$ cat src/rtl/sco_pkg.sv
`timescale 1ns / 1ps
// ----------------------------------------------------------------------------
// sco_pkg
// Shared constants and types for the segment versus circle obstacle check.
// ----------------------------------------------------------------------------
package sco_pkg;

    localparam int MAX_OBSTACLES = 64;
    localparam int IDX_W         = $clog2(MAX_OBSTACLES);
    localparam int CNT_W         = 7;
    localparam int COORD_W       = 16;
    localparam int RAD_W         = 15;
    localparam int DIFF_W        = COORD_W + 1;
    localparam int LEN_W         = 2 * DIFF_W;
    localparam int DOT_W         = 2 * DIFF_W + 2;
    localparam int MUL_W         = 20;
    localparam int PROD_W        = 2 * MUL_W;
    localparam int FRAC_W        = 16;
    localparam int T_W           = FRAC_W + 1;
    localparam int QDEPTH        = 2;
    localparam int QPTR_W        = $clog2(QDEPTH);

    localparam logic OP_WRITE = 1'b0;
    localparam logic OP_QUERY = 1'b1;

    typedef struct packed {
        logic signed [COORD_W-1:0] cx;
        logic signed [COORD_W-1:0] cy;
        logic        [RAD_W-1:0]   r;
    } obstacle_t;

    typedef struct packed {
        logic                     is_write;
        logic [IDX_W-1:0]         slot;
        obstacle_t                obs;
        logic signed [COORD_W-1:0] sx;
        logic signed [COORD_W-1:0] sy;
        logic signed [DIFF_W-1:0]  dx;
        logic signed [DIFF_W-1:0]  dy;
    } cmd_t;

    typedef struct packed {
        logic full;
        logic empty;
    } q_status_t;

endpackage

$ cat src/rtl/sco_in_if.sv
`timescale 1ns / 1ps
// ----------------------------------------------------------------------------
// sco_in_if
// Item channel: table writes and segment queries.
// ----------------------------------------------------------------------------
interface sco_in_if;
    logic                                valid;
    logic                                ready;
    logic                                op;
    logic [5:0]                          slot;
    logic signed [sco_pkg::COORD_W-1:0]  centre_x;
    logic signed [sco_pkg::COORD_W-1:0]  centre_y;
    logic [sco_pkg::RAD_W-1:0]           radius;
    logic signed [sco_pkg::COORD_W-1:0]  start_x;
    logic signed [sco_pkg::COORD_W-1:0]  start_y;
    logic signed [sco_pkg::COORD_W-1:0]  end_x;
    logic signed [sco_pkg::COORD_W-1:0]  end_y;

    modport source (output valid, op, slot, centre_x, centre_y, radius,
                    start_x, start_y, end_x, end_y, input ready);
    modport sink   (input valid, op, slot, centre_x, centre_y, radius,
                    start_x, start_y, end_x, end_y, output ready);
endinterface

$ cat src/rtl/sco_front.sv
`timescale 1ns / 1ps
// ----------------------------------------------------------------------------
// sco_front
// Accepts items, classifies them and precomputes the segment direction.
// ----------------------------------------------------------------------------
module sco_front (
    sco_in_if.sink              in_ch,
    input  sco_pkg::q_status_t  q_status,
    output logic                push,
    output sco_pkg::cmd_t       cmd
);

    // Take an item whenever the queue has room
    assign in_ch.ready = !q_status.full;
    assign push        = in_ch.valid && in_ch.ready;

    // Build the command word
    always_comb
    begin
        cmd.is_write = (in_ch.op == sco_pkg::OP_WRITE);
        cmd.slot     = in_ch.slot;
        cmd.obs.cx   = in_ch.centre_x;
        cmd.obs.cy   = in_ch.centre_y;
        cmd.obs.r    = in_ch.radius;
        cmd.sx       = in_ch.start_x;
        cmd.sy       = in_ch.start_y;
        cmd.dx       = sco_pkg::DIFF_W'(in_ch.end_x) - sco_pkg::DIFF_W'(in_ch.start_x);
        cmd.dy       = sco_pkg::DIFF_W'(in_ch.end_y) - sco_pkg::DIFF_W'(in_ch.start_y);
    end

endmodule

$ cat src/flat_wrapper.sv
// flat-port wrapper written by rule: the top's interface ports become plain ports
module sco_front_flat 
  (q_status, push, cmd, in_ch_valid, in_ch_op, in_ch_slot, in_ch_centre_x, in_ch_centre_y, in_ch_radius, in_ch_start_x, in_ch_start_y, in_ch_end_x, in_ch_end_y, in_ch_ready);
  sco_in_if in_ch_i ();
  input  sco_pkg::q_status_t q_status;
  output logic push;
  output sco_pkg::cmd_t cmd;
  input wire logic [$bits(in_ch_i.valid)-1:0] in_ch_valid;
  input wire logic [$bits(in_ch_i.op)-1:0] in_ch_op;
  input wire logic [$bits(in_ch_i.slot)-1:0] in_ch_slot;
  input wire logic [$bits(in_ch_i.centre_x)-1:0] in_ch_centre_x;
  input wire logic [$bits(in_ch_i.centre_y)-1:0] in_ch_centre_y;
  input wire logic [$bits(in_ch_i.radius)-1:0] in_ch_radius;
  input wire logic [$bits(in_ch_i.start_x)-1:0] in_ch_start_x;
  input wire logic [$bits(in_ch_i.start_y)-1:0] in_ch_start_y;
  input wire logic [$bits(in_ch_i.end_x)-1:0] in_ch_end_x;
  input wire logic [$bits(in_ch_i.end_y)-1:0] in_ch_end_y;
  output wire logic [$bits(in_ch_i.ready)-1:0] in_ch_ready;
  assign in_ch_i.valid = in_ch_valid;
  assign in_ch_i.op = in_ch_op;
  assign in_ch_i.slot = in_ch_slot;
  assign in_ch_i.centre_x = in_ch_centre_x;
  assign in_ch_i.centre_y = in_ch_centre_y;
  assign in_ch_i.radius = in_ch_radius;
  assign in_ch_i.start_x = in_ch_start_x;
  assign in_ch_i.start_y = in_ch_start_y;
  assign in_ch_i.end_x = in_ch_end_x;
  assign in_ch_i.end_y = in_ch_end_y;
  assign in_ch_ready = in_ch_i.ready;
  sco_front u_core (.in_ch(in_ch_i), .q_status(q_status), .push(push), .cmd(cmd));
endmodule
$ cat config.mk
export PLATFORM = sky130hd
export DESIGN_NAME = sco_front_flat
export DESIGN_NICKNAME = d
export VERILOG_FILES = /design/src/rtl/sco_pkg.sv /design/src/rtl/sco_in_if.sv /design/src/rtl/sco_front.sv /design/src/flat_wrapper.sv
export SDC_FILE = /design/constraint.sdc
export NUM_CORES = 1
export LEC_CHECK = 0
export ABC_AREA = 0
export BUFFER_PORTS_ARGS = -buffer_cell sky130_fd_sc_hd__buf_2
export CORE_AREA = 2 2 93 95
export DETAILED_ROUTE_END_ITERATION = 16
export DIE_AREA = 0 0 95 97
export PLACE_DENSITY_LB_ADDON = 0.2
export SLEW_MARGIN = 20
export SYNTH_ARGS = -nofsm -noshare
export SYNTH_HDL_FRONTEND = slang
export SYNTH_SLANG_ARGS = --single-unit
$ cat constraint.sdc
create_clock -name vclk -period 2.8
set_input_delay 0.28 -clock vclk [all_inputs]
set_output_delay 0.28 -clock vclk [all_outputs]
set_load 0.03 [all_outputs]
==> results summary <==
The post-cts gate resize count is 0. The number of rows created at floorplan is 33. Each instance of the synthesized netlist takes up on average 7.02 um2. The count of nets left with antenna violations after detail routing came out at 0. The post-synthesis net count came out at 489. The number of vias in the routed layout came out at 2239. In the global route stage, overall resource usage came out at 10.5%. The total negative slack came out at 0 ns. Sorting the synthesized cells by area gives the leading types as sky130_fd_sc_hd__buf_4, sky130_fd_sc_hd__ha_1, sky130_fd_sc_hd__inv_1, sky130_fd_sc_hd__xnor2_1, sky130_fd_sc_hd__a21oi_1. In the final layout, flip-flops and latches occupy 0 um2. The via density per instance came out at 4.59. The I/O pin total came out at 243. The family with the most delay on the worst path is compound AO/OA/AOI/OAI gates. In this run the power density over the cells is 326 nW/um2.

The cell type of the slowest stage on the worst timing path is sky130_fd_sc_hd__fa_1. The number of fill cells came out at 932. The aggregate global routing overflow came out at 0.

The number of setup buffers added after CTS is 0. The final critical path takes up 92.8% of the cycle. The pin count of the biggest net entering global routing came out at 11. Setup repair after global routing left no endpoint under its margin.

The type of the worst setup path is in2out. The area of the placeable core is 8130 um2. The pre-CTS setup slack came out at 0.0887 ns. After synthesis, the netlist uses 46 different library cells. The largest driver fanout on the critical path came out at 4. The largest voltage drop on the vdd net came out at 0.163 mV. The shortest clock period the worst path allows after layout is 2.60 ns. The count of port buffers added during placement came out at 136. The synthesized instance count is 334. The critical path contains buffers and inverters numbering 3 combined. The number of clock buffers in the layout came out at 0.

The headroom to the max-slew limit is 66.2%. At the end of the flow, the number of nets in the layout was 540. The min-delay analysis places its worst path in the category in2out. The number of standard cells in the final layout excluding fillers is 488. The post-synthesis instance area came out at 2350 um2.

Compared with the post-synthesis result, the final layout area differs by 8.32%. Max-cap violations in this run came to 0. The width of the die came out at 95 um. The leakage component of the power came out at 0.00146 uW.

The final-report max-slew violation count came out at 0. The routed length per instance is 11.2 um. The number of detailed-route iterations in the first pass came out at 4.

The DRC violation count after routing is 0. Of the cells placed in the final design, the portion with a size suffix greater than 1 is 38.6%. The wire length of the first global-routing pass is 8.42 mm. The initial cell density of the core is 28.8%. The maximum clock rate is 385 MHz.

The Yosys step of the flow raised 0 warnings. The vertical extent of the die is 97 um. The most common cell in the synthesized netlist is sky130_fd_sc_hd__buf_4. The initial antenna violation count is 0. The part of the Yosys area used for sequential elements came out at 0%. The number of inserted diodes is 0.

Routability-driven placement finished with a final weighted congestion of 0.856. Traced cell by cell, the critical path runs through buf_2, inv_1, ha_1, fa_1, nor2b_2, o2111ai_1, a21o_1, a211o_1, o311ai_2, buf_4. In this run the biggest area consumer among cell types represents 27.2% of the synthesized area. The count of final hold-check violations is 0. The worst setup path is launched from an input port. The routed design has 5.44 mm of wire.

The number of hold buffers added after CTS is 0. Ranked by instance count, the synthesized netlist is headed by sky130_fd_sc_hd__buf_4, sky130_fd_sc_hd__inv_1, sky130_fd_sc_hd__ha_1. The worst setup path is captured at an output port. Detailed placement finished with a half-perimeter wire length of 4.91 mm.

For the pin with the worst max-slew slack, the measured transition is 0.495 ns. The biggest area contributor in the post-synthesis netlist is sky130_fd_sc_hd__buf_4. The via count of the first global-routing pass was 2000. The final setup violation count is 0. The area occupied by multi-input gates is 1520 um2. The die covers 9220 um2.

The instance count after placement with tap cells included is 488. The data arrival at the endpoint of the critical path is 2.32 ns. The stage delay of the slowest cell on the critical path came out at 0.43 ns. The final worst setup slack came out at 0.201 ns. The data required time of the worst path came out at 2.52 ns. Sequential cells placed in the final layout were counted as 0. The run finished with clean final reports.

The count of routing violations after the opening detailed-route iteration is 34.
==> layout make-up <==
type / count / area share [%]
well taps: 105 / 5.17
repair buffers: 139 / 27.8
multi-input cells: 195 / 59.8
inverters: 49 / 7.24
==> placed cells by master (no fill, tap or decap), types with 2 or more instances in the layout <==
cell type,Yosys,layout
sky130_fd_sc_hd__buf_2,1,135
sky130_fd_sc_hd__inv_1,49,49
sky130_fd_sc_hd__ha_1,32,32
sky130_fd_sc_hd__a21oi_1,19,19
sky130_fd_sc_hd__nor2_1,19,19
sky130_fd_sc_hd__nand2_1,13,13
sky130_fd_sc_hd__a21o_1,12,12
sky130_fd_sc_hd__xnor2_1,12,12
sky130_fd_sc_hd__o21ai_0,8,8
sky130_fd_sc_hd__xor2_1,8,8
sky130_fd_sc_hd__nor2b_1,8,7
sky130_fd_sc_hd__o21a_1,7,7
sky130_fd_sc_hd__nand3_1,5,5
sky130_fd_sc_hd__a31oi_1,5,5
sky130_fd_sc_hd__nand4_1,5,5
sky130_fd_sc_hd__nand2b_1,4,4
sky130_fd_sc_hd__o211ai_1,4,4
sky130_fd_sc_hd__buf_4,85,4
sky130_fd_sc_hd__o2111ai_1,2,2
sky130_fd_sc_hd__o31a_1,2,2
sky130_fd_sc_hd__or3_1,2,2
sky130_fd_sc_hd__nor3_1,2,2
sky130_fd_sc_hd__a221oi_1,2,2
sky130_fd_sc_hd__fa_1,2,2
==> logic make-up after synthesis <==
kind of cell | share of synthesized area, %
buffers and inverters | 35.9
XOR/XNOR | 7.47
AO/OA/AOI/OAI | 24.1
AND/OR/NAND/NOR | 13.3
multiplexers | 0.480
adder cells (fa/ha/maj) | 18.8
==> per-layer routing <==
layer	wire length, um	global-route usage [%]	vias to the layer above
li1	-	-	1139
met1	2270	12.3	951
met2	2490	19.1	137
met3	582	2.34	12
met4	102	2.12	0
met5	0	0	-
==> per-stage QoR <==
stage	utilization [%]	power, uW	area [um2]	hold slack [ns]
after floorplan	-	765	2350	0.670
after global placement	31.1	824	2530	0.560
after detailed placement	31.1	827	2530	0.560
after CTS	31.1	830	2530	0.560
after global routing	31.2	900	2540	0.560
final	31.2	828	2540	0.560
==> power by group <==
part | total, uW | switching [uW] | leakage (uW) | internal, uW
clock | 0 | 0 | 0 | 0
sequential | 0 | 0 | 0 | 0
combinational | 828 | 533 | 0.00146 | 294
total | 828 | 533 | 0.00146 | 294
==> final timing paths <==
path | start | to | slack [ns] | depth (start not counted)
setup / recovery | in_ch_end_x[0] | cmd[31] | 0.20 | 10
hold / removal | in_ch_centre_x[9] | cmd[106] | 0.56 | 0
Power figures use the tool's default switching activity.
