**config.mk**
```make
export PLATFORM = sky130hd
export DESIGN_NAME = sco_queue
export DESIGN_NICKNAME = d
export VERILOG_FILES = /design/src/rtl/sco_pkg.sv /design/src/rtl/sco_queue.sv
export SDC_FILE = /design/constraint.sdc
export NUM_CORES = 1
export LEC_CHECK = 0
export CORE_MARGIN = 2
export CORE_UTILIZATION = 55
export CTS_CLUSTER_DIAMETER = 40
export DETAILED_ROUTE_END_ITERATION = 8
export DONT_BUFFER_PORTS = 1
export GPL_ROUTABILITY_DRIVEN = 0
export PLACE_DENSITY = 0.78
export SLEW_MARGIN = 20
export SYNTH_ARGS = -nofsm -noshare
export SYNTH_HDL_FRONTEND = slang
export SYNTH_SLANG_ARGS = --single-unit
```
**constraint.sdc**
```tcl
create_clock -name clk -period 6.77 [get_ports clk]
set_clock_uncertainty 0.1 [all_clocks]
set_input_delay 0.3385 -clock clk [delete_from_list [all_inputs] [get_ports clk]]
set_output_delay 0.3385 -clock clk [all_outputs]
set_load 0.005 [all_outputs]
```
**src/rtl/sco_pkg.sv**
```systemverilog
`timescale 1ns / 1ps
// ----------------------------------------------------------------------------
// sco_pkg
// Shared constants and types for the segment versus circle obstacle check.
// ----------------------------------------------------------------------------
package sco_pkg;

    localparam int MAX_OBSTACLES = 64;
    localparam int IDX_W         = $clog2(MAX_OBSTACLES);
    localparam int CNT_W         = 7;
    localparam int COORD_W       = 16;
    localparam int RAD_W         = 15;
    localparam int DIFF_W        = COORD_W + 1;
    localparam int LEN_W         = 2 * DIFF_W;
    localparam int DOT_W         = 2 * DIFF_W + 2;
    localparam int MUL_W         = 20;
    localparam int PROD_W        = 2 * MUL_W;
    localparam int FRAC_W        = 16;
    localparam int T_W           = FRAC_W + 1;
    localparam int QDEPTH        = 2;
    localparam int QPTR_W        = $clog2(QDEPTH);

    localparam logic OP_WRITE = 1'b0;
    localparam logic OP_QUERY = 1'b1;

    typedef struct packed {
        logic signed [COORD_W-1:0] cx;
        logic signed [COORD_W-1:0] cy;
        logic        [RAD_W-1:0]   r;
    } obstacle_t;

    typedef struct packed {
        logic                     is_write;
        logic [IDX_W-1:0]         slot;
        obstacle_t                obs;
        logic signed [COORD_W-1:0] sx;
        logic signed [COORD_W-1:0] sy;
        logic signed [DIFF_W-1:0]  dx;
        logic signed [DIFF_W-1:0]  dy;
    } cmd_t;

    typedef struct packed {
        logic full;
        logic empty;
    } q_status_t;

endpackage

```
**src/rtl/sco_queue.sv**
```systemverilog
`timescale 1ns / 1ps
// ----------------------------------------------------------------------------
// sco_queue
// Short command queue between the front and the back end.
// ----------------------------------------------------------------------------
module sco_queue (
    input  logic                clk,
    input  logic                rst_n,
    input  logic                push,
    input  sco_pkg::cmd_t       push_data,
    input  logic                pop,
    output sco_pkg::cmd_t       pop_data,
    output sco_pkg::q_status_t  status
);

    sco_pkg::cmd_t                   store_reg [sco_pkg::QDEPTH];
    logic [sco_pkg::QPTR_W-1:0]      wr_ptr_reg;
    logic [sco_pkg::QPTR_W-1:0]      rd_ptr_reg;
    logic [sco_pkg::QPTR_W:0]        fill_reg;
    logic [sco_pkg::QPTR_W:0]        fill_next;

    assign status.full  = (fill_reg == (sco_pkg::QPTR_W+1)'(sco_pkg::QDEPTH));
    assign status.empty = (fill_reg == '0);
    assign pop_data     = store_reg[rd_ptr_reg];

    always_comb
    begin
        fill_next = fill_reg;
        if (push && !pop)
            fill_next = fill_reg + 1'b1;
        else if (pop && !push)
            fill_next = fill_reg - 1'b1;
    end

    // Advance pointers and fill level
    always_ff @(posedge clk or negedge rst_n)
    begin
        if (!rst_n)
        begin
            wr_ptr_reg <= '0;
            rd_ptr_reg <= '0;
            fill_reg   <= '0;
        end
        else
        begin
            if (push)
                wr_ptr_reg <= wr_ptr_reg + 1'b1;
            if (pop)
                rd_ptr_reg <= rd_ptr_reg + 1'b1;
            fill_reg <= fill_next;
        end
    end

    // Hold payload
    always_ff @(posedge clk)
    begin
        if (push)
            store_reg[wr_ptr_reg] <= push_data;
    end

endmodule

```
==> impl_metrics.csv, run 1 <==
group,metric,value,unit
hold_path,hold_class,"input port to register",
synth,yosysTopAreaCell,"edfxtp_1",
sta,maxSlewHeadroom,44.2,%
synth,yosys-top-cells-count,"edfxtp_1 (240), mux2_2 (120), buf_6 (9)",
synth,yosysTopAreaCellShare,81.3,%
sta,setup_viol,0,
routing,drt-vias-per-instance,5.46,
finish,largest_reg_flops,240,
finish,final_nets,659,
synth,netlist-cell-type-count,13,
clock_tree,clockBufferDepth,3,
synth,syn_inst,389,
floorplan,die_h,131,um
routing,wl_met3,1550,um
sta,fin_tns_setup,0,ns
finish,diodes,0,
hold_path,holdPathStages,3,
finish,area_growth,27.4,%
worst_setup_path,crit_arrival,2.69,ns
clock_tree,path_clk_slew,0.06,ns
routing,highest_layer,"met4",
sta,worst_slack,3.64,ns
power_and_ir_drop,vdd_ir_drop_max,0.307,mV
floorplan,ios,246,
placement,dpl_cell_area,9060,sq um
job,maxCapViolations,0,
clock_tree,ctsRootBufferMaster,"clkbuf_16",
synth,ys.flop_type,"edfxtp_1",
sta,rsz0062_at_grt,"false",
sta,whs,0.0986,ns
synth,yosys.area_share.xor_xnor,0.494,%
routing,detail-route-antenna-nets,0,
grt,track_usage,18.9,%
floorplan,start_util,56.0,%
worst_setup_path,critPathCaptureType,"primary output",
sta,period_needed,3.13,ns
synth,avgSynthCellArea,22.8,sq um
sta,hold_violations,0,
synth,async_reset_ff_share,1.64,%
sta,worst_pin_slew,0.838,ns
routing,vias,4213,
clock_tree,clock_latency,0.52,ns
synth,synthSimpleGateAreaFrac,0.296,%
synth,yosysSeqAreaShare,82.4,%
synth,synth_most_common_cell,"edfxtp_1",
worst_setup_path,cp_slowest_stage_delay,0.93,ns
worst_setup_path,cp-start-kind,"register",
clock_tree,cts_setup_buffers,0,
synth,yosys-top-cells-area,"edfxtp_1 (81%), mux2_2 (15%), buf_6 (1.1%)",
routing,post-route-drc-count,0,
floorplan,rows,46,
floorplan,core,15800,sq um
synth,ys.warnings.count,0,
synth,synth_compound_area_share,0,%
status,status,"complete, no violations",
routing,wire_per_inst,22.1,um
grt,overflow,0,
power_and_ir_drop,leakage,3.85,nW
synth,synthAdderAreaFrac,0.141,%
synth,synth_top_family_by_area,"multiplexers",
sta,max_clock_freq,320,MHz
finish,drive_above_1_share,32.0,%
clock_tree,htreeDepth,1,
grt,grt_pass1_vias,4487,
worst_setup_path,r2r_cells,2,
power_and_ir_drop,power.density,405,nW/um^2
sta,slew_violations,0,
clock_tree,numCtsBuffers,28,
synth,synth_nets,514,
routing,wl_met1,6030,um
worst_setup_path,cp_cell_sequence,"buf_4, mux2_2",
worst_setup_path,worstPathMaxFanout,61,
worst_setup_path,required,6.33,ns
clock_tree,cts.sinks,244,
worst_setup_path,path_class,"register to primary output",
worst_setup_path,slowest_stage,"dfrtp_4",
floorplan,die_area,17200,sq um
synth,yosys_register_bits,244,
grt,grt_pass1_wl,24200,um
synth,synth_edf_count,240,
routing,met2_wirelength,9060,um
clock_tree,cts_tree,"built",
routing,drt_iter0_drc,234,
synth,netlist_area,8870,sq um
floorplan,die_x,131,um
synth,synthMuxAreaShare,15.2,%
placement,io_buffers,0,
grt,grt_antenna_before_repair,0,
finish,final_area,11300,sq um
placement,dp_hpwl,9290,um
routing,drt_wl_total,17100,um
sta,period_share,46.2,%
placement,dp_slack,4.18,ns
grt,grt_max_degree,63,
routing,drt_first_pass_iters,4,
metrics by stage:
| step | util, % | power, mW | cells |
|---|---|---|---|
| detailed placement | 57.2 | 2.96 | 596 |
| floorplan | - | 2.86 | 389 |
| global route | 71.4 | 4.75 | 772 |
| global placement | 57.2 | 2.93 | 596 |
| CTS | 71.4 | 4.58 | 772 |
| finish | 71.4 | 4.57 | 772 |
power breakdown:
part           internal (mW)  switching [mW]  leakage (nW)
Sequential              2.01           0.149          2.30
Clock                  0.968           0.590         0.493
Combinational          0.404           0.451          1.06
worst paths after layout:
check | from | endpoint | slack, ns
max in group asynchronous | rst_n | rd_ptr_reg$_DFFE_PN0P_ | 5.82
hold / removal | pop | fill_reg[0]$_DFFE_PN0P_ | 0.1
setup / recovery | rd_ptr_reg$_DFFE_PN0P_ | pop_data[67] | 3.64
setup reg to reg | wr_ptr_reg$_DFFE_PN0P_ | store_reg[1][108]$_DFFE_PP_ | 4.35
min in group asynchronous | rst_n | fill_reg[1]$_DFFE_PN0P_ | 0.54
hold reg to reg | fill_reg[1]$_DFFE_PN0P_ | fill_reg[1]$_DFFE_PN0P_ | 0.45
metal layers:
layer  vias to the layer above  GRT usage [%]
met4                         0           7.32
met3                        37           6.19
met1                      2106           21.5
li1                       1841              -
met2                       229           33.2
met5                         -              0
timing repair:
| action | 4_1_cts | 5_1_grt |
|---|---|---|
| endpoints found under the setup margin | 0 | 0 |
| resized for setup | 0 | 0 |
| hold buffers | 124 | 0 |
| hold endpoints to repair | 247 | 0 |
worst max-delay path: cells and delay by family, from the launching register on:
family | cells | cell delay (ns)
buffers and inverters | 1 | 0.73
flip-flops | 1 | 0.93
multiplexers | 1 | 0.45
layout make-up:
type / count / area [sq um]
Sequential cell: 244 / 7310
Fill cell: 902 / 4530
Multi-Input combinational cell: 131 / 1440
Timing Repair Buffer: 128 / 1270
Clock buffer: 32 / 757
Tap cell: 216 / 270
Clock inverter: 20 / 240
Inverter: 1 / 3.75
placed cells by master, fill, tap and decap left out:
master,n
and2_4,1
buf_4,4
bufinv_16,4
clkbuf_1,1
clkbuf_16,29
clkbuf_8,2
clkinv_2,8
clkinv_4,1
clkinv_8,1
clkinvlp_4,2
dfrtp_1,3
dfrtp_4,1
dlygate4sd3_1,124
edfxtp_1,240
ha_1,1
inv_1,1
inv_6,2
inv_8,2
mux2_2,120
nor2_1,2
nor2b_1,1
nor2b_4,1
xnor2_1,1
xor2_1,4
logic make-up after synthesis:
group | count (synthesis)
flops | 244
mux | 120
buf+inv | 14
xor+xnor | 5
simple gates | 5
fa+ha+maj | 1
(Power assumes the default switching activity.)
==> run 2: changes to the inputs <==
Settings changed: ABC_AREA from default to 1.
Clock period 6.77 ns to 2.6 ns, I/O delays scaled along.
==> run 2 against run 1 <==
Compared with the run above: setup slack worse by 3.2 ns; largest power group unchanged; sequential power rose to 2.5 times the previous value; critical endpoint is now pop_data[111]; power up 150%; first-iteration DRC count up 6.0%; non-clock buffer count up 1; largest cell class unchanged; combinational power rose to 2.9 times the previous value.
==> impl_metrics.csv, run 2 <==
group,metric,value,unit
finish,largest_reg_flops,240,
routing,drt_wl_total,16900,um
grt,grt_pass1_wl,25600,um
power_and_ir_drop,power.density,1020,nW/um^2
synth,synthMuxAreaShare,15.2,%
routing,drt_first_pass_iters,4,
routing,post-route-drc-count,0,
routing,detail-route-antenna-nets,0,
floorplan,ios,246,
synth,netlist-cell-type-count,14,
synth,synth_compound_area_share,0,%
worst_setup_path,slowest_stage,"buf_4",
worst_setup_path,crit_family,"buffers and inverters",
sta,whs,0.0982,ns
clock_tree,path_clk_slew,0.06,ns
clock_tree,htreeDepth,1,
hold_path,holdPathEnd,"store_reg[0][49]$_DFFE_PP_",
synth,yosys.area_share.xor_xnor,0.296,%
worst_setup_path,cp_slowest_stage_delay,0.56,ns
clock_tree,cts_tree,"built",
sta,hold_violations,0,
synth,yosysTopAreaCellShare,81.1,%
finish,area_growth,26.1,%
status,status,"complete, no violations",
worst_setup_path,crit_arrival,1.96,ns
grt,track_usage,19.0,%
finish,diodes,0,
sta,period_share,84.2,%
grt,overflow,0,
routing,met2_wirelength,9010,um
sta,setup_viol,0,
worst_setup_path,timing.rr.end,"store_reg[1][70]$_DFFE_PP_",
clock_tree,ctsRootBufferMaster,"clkbuf_16",
worst_setup_path,r2r_cells,3,
clock_tree,numCtsBuffers,28,
synth,yosys-top-cells-area,"edfxtp_1 (81%), mux2_2 (15%), buf_6 (1.1%)",
synth,synth_top_family_by_area,"multiplexers",
routing,drt_iter0_drc,248,
worst_setup_path,cp-start-kind,"register",
placement,dp_hpwl,9450,um
power_and_ir_drop,leakage,3.80,nW
grt,grt_max_degree,116,
synth,syn_inst,398,
synth,yosys_register_bits,244,
synth,yosys-top-cells-count,"edfxtp_1 (240), mux2_2 (120), buf_6 (9)",
worst_setup_path,cp_num_buf_inv,1,
power_and_ir_drop,pwr-share-clk,30.7,%
synth,synth_most_common_cell,"edfxtp_1",
worst_setup_path,path_class,"register to primary output",
synth,synth_edf_count,240,
synth,yosysTopAreaCell,"edfxtp_1",
floorplan,die_x,131,um
placement,dp_slack,0.896,ns
routing,highest_layer,"met4",
hold_path,holdPathStages,3,
clock_tree,clock_latency,0.51,ns
job,maxCapViolations,0,
sta,max_clock_freq,457,MHz
worst_setup_path,critPathCaptureType,"primary output",
grt,grt_antenna_before_repair,0,
clock_tree,clockBufferDepth,3,
sta,worst_pin_slew,0.687,ns
floorplan,die_h,131,um
power_and_ir_drop,intPower,8.37,mW
sta,rsz0062_at_grt,"false",
floorplan,start_util,56.2,%
synth,synth_nets,523,
sta,maxSlewHeadroom,54.2,%
grt,grt_pass1_vias,4502,
synth,avgSynthCellArea,22.3,sq um
finish,drive_above_1_share,30.0,%
synth,ys.warnings.count,0,
floorplan,rows,46,
worst_setup_path,cp_cell_sequence,"buf_4, mux2_2",
synth,synthAdderAreaFrac,0.141,%
hold_path,hold_class,"input port to register",
power_and_ir_drop,p_sw_share,26.7,%
power_and_ir_drop,switching_power,3.04,mW
power_and_ir_drop,comb_power_share,21.7,%
finish,final_cell_mix,"edfxtp_1 (240), dlygate4sd3_1 (124), mux2_2 (120)",
power_and_ir_drop,vdd_ir_drop_max,0.875,mV
synth,yosysSeqAreaShare,82.2,%
worst_setup_path,required,2.37,ns
clock_tree,cts.sinks,244,
clock_tree,cts_resized,0,
routing,wl_met3,1310,um
power_and_ir_drop,sequentialPowerShare,47.6,%
sta,worst_slack,0.410,ns
clock_tree,cts_setup_buffers,0,
worst_setup_path,worstPathMaxFanout,52,
routing,vias,4202,
worst_setup_path,r2r_slack,0.81,ns
worst_setup_path,r2r_start,"wr_ptr_reg$_DFFE_PN0P_",
finish,final_nets,669,
finish,layout_commonest_cell,"edfxtp_1",
hold_path,worstHoldStart,"push",
sta,period_needed,2.19,ns
placement,io_buffers,0,
synth,synthSimpleGateAreaFrac,0.465,%
synth,async_reset_ff_share,1.64,%
synth,netlist_area,8890,sq um
floorplan,die_area,17200,sq um
floorplan,core,15800,sq um
routing,wl_met1,6330,um
routing,drt-vias-per-instance,5.39,
routing,wire_per_inst,21.7,um
power_and_ir_drop,finalPower,11.4,mW
synth,ys.flop_type,"edfxtp_1",
sta,slew_violations,0,
## run 2: cell types whose count changed after synthesis
cell	change
inv_1	+6
nor2b_1	-2
nand2_1	+5
nor2_1	+1
nand4_1	+1
xor2_1	-2
and2_1	-1
nand3_1	+1
## run 2: metal layers
layer | vias to the layer above | track usage [%]
met5 | - | 0
met1 | 2121 | 22.4
met4 | 0 | 4.83
li1 | 1868 | -
met3 | 26 | 5.71
met2 | 187 | 34.2
## run 2: power groups by stage
stage,sequential (mW),clock (mW),combinational (mW)
2_1_floorplan,5.46,0,1.92
3_3_place_gp,5.44,0,2.27
3_5_place_dp,5.50,0,2.31
4_1_cts,5.42,3.54,2.51
5_1_grt,5.49,3.73,2.65
6_report,5.43,3.50,2.48
## run 2: layout make-up
cell class | instances | area [sq um]
Inverter | 7 | 30.0
Tap cell | 216 | 270
Sequential cell | 244 | 7310
Clock buffer | 35 | 748
Timing Repair Buffer | 129 | 1320
Multi-Input combinational cell | 134 | 1440
Clock inverter | 15 | 92.6
Fill cell | 921 | 4620
## run 2: repair_timing
item / in CTS / in global routing
hold endpoints to repair: 253 / 0
hold buffers: 124 / 0
endpoints found under the setup margin: 0 / 0
## run 2: worst max path at each step
stage	startpoint	endpoint	slack (ns)	depth (start not counted)
CTS	rd_ptr_reg$_DFFE_PN0P_	pop_data[95]	0.38	2
finish	rd_ptr_reg$_DFFE_PN0P_	pop_data[111]	0.41	2
global route	rd_ptr_reg$_DFFE_PN0P_	pop_data[61]	0.31	2
floorplan	wr_ptr_reg$_DFFE_PN0P_	store_reg[1][0]$_DFFE_PP_	-0.15	2
detailed placement	wr_ptr_reg$_DFFE_PN0P_	store_reg[1][46]$_DFFE_PP_	0.90	3
global placement	wr_ptr_reg$_DFFE_PN0P_	store_reg[1][102]$_DFFE_PP_	0.94	3
## run 2: kinds of logic (layout without fill, tap and decap cells)
| group | count (synthesis) | count (layout) |
|---|---|---|
| xor gates and xnor gates | 3 | 3 |
| adders and majority gates | 1 | 1 |
| buffers and inverters | 20 | 186 |
| DFF | 244 | 244 |
| muxes | 120 | 120 |
| and+or+nand+nor | 10 | 10 |
## run 2: worst reg2reg max path, stage by stage (launching register included)
cell	delay [ns]
dfrtp_1	0.45
nand2_2	0.10
clkinvlp_4	0.16
buf_12	0.47
## run 2: per-stage QoR
stage	instances	cell area (sq um)	TNS, ns	util (%)
2_1_floorplan	398	8900	-33.06	-
3_3_place_gp	606	9130	0	57.7
3_5_place_dp	606	9130	0	57.7
4_1_cts	780	11200	0	70.8
5_1_grt	780	11200	0	70.8
6_report	780	11200	0	70.8
==> run 3: changes to the inputs <==
Clock period 2.6 ns to 2 ns, I/O delays scaled along.
==> run 3 against run 2 <==
Compared with the run above: hold slack lost 0.014 ns; critical path type unchanged; first-iteration DRC count shrank 7.3%; cell count grew 0.90%; clock power grew 45%; register-to-register slack lost 0.30 ns; clock-buffer cell count grew 2; largest power group unchanged; setup slack lost 0.38 ns; sequential power grew 30%.
==> impl_metrics.csv, run 3 (synthesis gave the netlist of run 2 again) <==
group,metric,value,unit
hold_path,hold_class,"input port to register",
sta,period_needed,1.97,ns
sta,slew_violations,0,
grt,grt_max_degree,74,
placement,dp_hpwl,9470,um
finish,final_nets,673,
floorplan,die_area,17200,sq um
sta,max_clock_freq,508,MHz
finish,final_cell_mix,"edfxtp_1 (240), dlygate4sd3_1 (124), mux2_2 (120)",
sta,hold_violations,0,
sta,period_share,98.4,%
sta,fin_tns_setup,0,ns
worst_setup_path,required,1.80,ns
floorplan,start_util,56.2,%
routing,drt_wl_total,16600,um
routing,post-route-drc-count,0,
worst_setup_path,worstPathMaxFanout,66,
power_and_ir_drop,pwr-share-clk,32.8,%
floorplan,core,15800,sq um
job,maxCapViolations,0,
clock_tree,clock_latency,0.51,ns
routing,drt-vias-per-instance,5.28,
sta,maxSlewHeadroom,70.4,%
grt,overflow,0,
floorplan,die_h,131,um
clock_tree,cts_tree,"built",
routing,drt_iter0_drc,230,
routing,detail-route-antenna-nets,0,
power_and_ir_drop,intPower,11.3,mW
routing,wire_per_inst,21.1,um
placement,dp.cells,608,
power_and_ir_drop,leakage,3.89,nW
clock_tree,cts_setup_buffers,0,
status,status,"complete, no violations",
finish,instances_no_fill,787,
clock_tree,clockBufferDepth,3,
clock_tree,ctsRootBufferMaster,"clkbuf_16",
routing,drt_first_pass_iters,4,
routing,vias,4155,
power_and_ir_drop,comb_power_share,21.4,%
placement,dpl_cell_area,9170,sq um
finish,diodes,0,
floorplan,ios,246,
clock_tree,numCtsBuffers,30,
finish,area_growth,28.0,%
finish,fill_cells,907,
floorplan,die_x,131,um
worst_setup_path,crit_arrival,1.77,ns
worst_setup_path,critPathCaptureType,"primary output",
power_and_ir_drop,switching_power,4.09,mW
sta,rsz0062_at_grt,"true",
sta,worst_slack,0.0326,ns
grt,grt_antenna_before_repair,0,
clock_tree,cts.sinks,244,
finish,largest_reg_flops,240,
sta,worst_pin_slew,0.445,ns
sta,setup_viol,0,
worst_setup_path,cp-start-kind,"register",
finish,layout_commonest_cell,"edfxtp_1",
finish,final_area,11400,sq um
power_and_ir_drop,p_sw_share,26.6,%
finish,drive_above_1_share,31.3,%
power_and_ir_drop,sequentialPowerShare,45.8,%
placement,io_buffers,0,
clock_tree,htreeDepth,1,
worst_setup_path,path_class,"register to primary output",
grt,track_usage,19.3,%
placement,dp_slack,0.549,ns
grt,grt_pass1_wl,25900,um
clock_tree,cts_resized,0,
grt,grt_pass1_vias,4693,
power_and_ir_drop,power.density,1350,nW/um^2
clock_tree,path_clk_slew,0.06,ns
power_and_ir_drop,vdd_ir_drop_max,1.02,mV
floorplan,rows,46,
-- run 3: changes by cell type in the layout (fill, tap and decap cells not counted), moves of 2 or more --
cell,previous run,this run
clkbuf_16,29,31
clkinv_1,4,2
buf_12,3,5
inv_8,0,2
-- run 3: critical path, cell delays in order, from the launching register on --
cell and delay [ns]:
dfrtp_4 0.43, buf_12 0.29, mux2_2 0.43
-- run 3: timing repair --
| action | in CTS | in global routing |
|---|---|---|
| hold buffers | 124 | 0 |
| endpoints found under the setup margin | 0 | 14 |
| hold endpoints to repair | 295 | 0 |
-- run 3: layout make-up --
cell class	instances	area (sq um)	area share, %
sequential	244	7310	64.3
multi-input combinational	134	1440	12.7
timing repair buffer	131	1360	11.9
clock buffer	37	808	7.10
tap	216	270	2.38
clock inverter	18	160	1.41
inverter	7	30.0	0.264
-- run 3: worst paths after layout --
path | to | from | cells after the start | slack (ns)
setup / recovery | pop_data[36] | rd_ptr_reg$_DFFE_PN0P_ | 2 | 0.03
hold / removal | store_reg[1][92]$_DFFE_PP_ | push | 3 | 0.08
setup reg to reg | store_reg[0][28]$_DFFE_PP_ | wr_ptr_reg$_DFFE_PN0P_ | 2 | 0.51
hold reg to reg | fill_reg[1]$_DFFE_PN0P_ | fill_reg[1]$_DFFE_PN0P_ | 2 | 0.46
max in group asynchronous | rd_ptr_reg$_DFFE_PN0P_ | rst_n | 2 | 1.31
min in group asynchronous | rd_ptr_reg$_DFFE_PN0P_ | rst_n | 2 | 0.29
-- run 3: metrics by stage --
step | total power, mW | hold WS (ns) | utilization [%]
floorplan | 9.60 | -0.296 | -
global placement | 10.1 | -0.295 | 57.9
detailed placement | 10.2 | -0.295 | 57.9
CTS | 15.5 | 0.0782 | 71.9
global route | 16.0 | 0.116 | 71.9
finish | 15.4 | 0.0844 | 71.9
-- run 3: per-layer routing --
metal / up-vias / GRT usage (%) / share of wire [%]
li1: 1879 / - / -
met1: 2065 / 22.7 / 38
met2: 180 / 34.6 / 53
met3: 31 / 5.40 / 7.0
met4: 0 / 5.62 / 2.2
met5: - / 0 / 0
-- run 3: power by group through the flow --
stage	logic (mW)	registers [mW]	clock network (mW)
2_1_floorplan	2.50	7.10	0
3_3_place_gp	3.01	7.07	0
3_5_place_dp	3.05	7.14	0
4_1_cts	3.32	7.04	5.14
5_1_grt	3.51	7.13	5.36
6_report	3.29	7.05	5.06
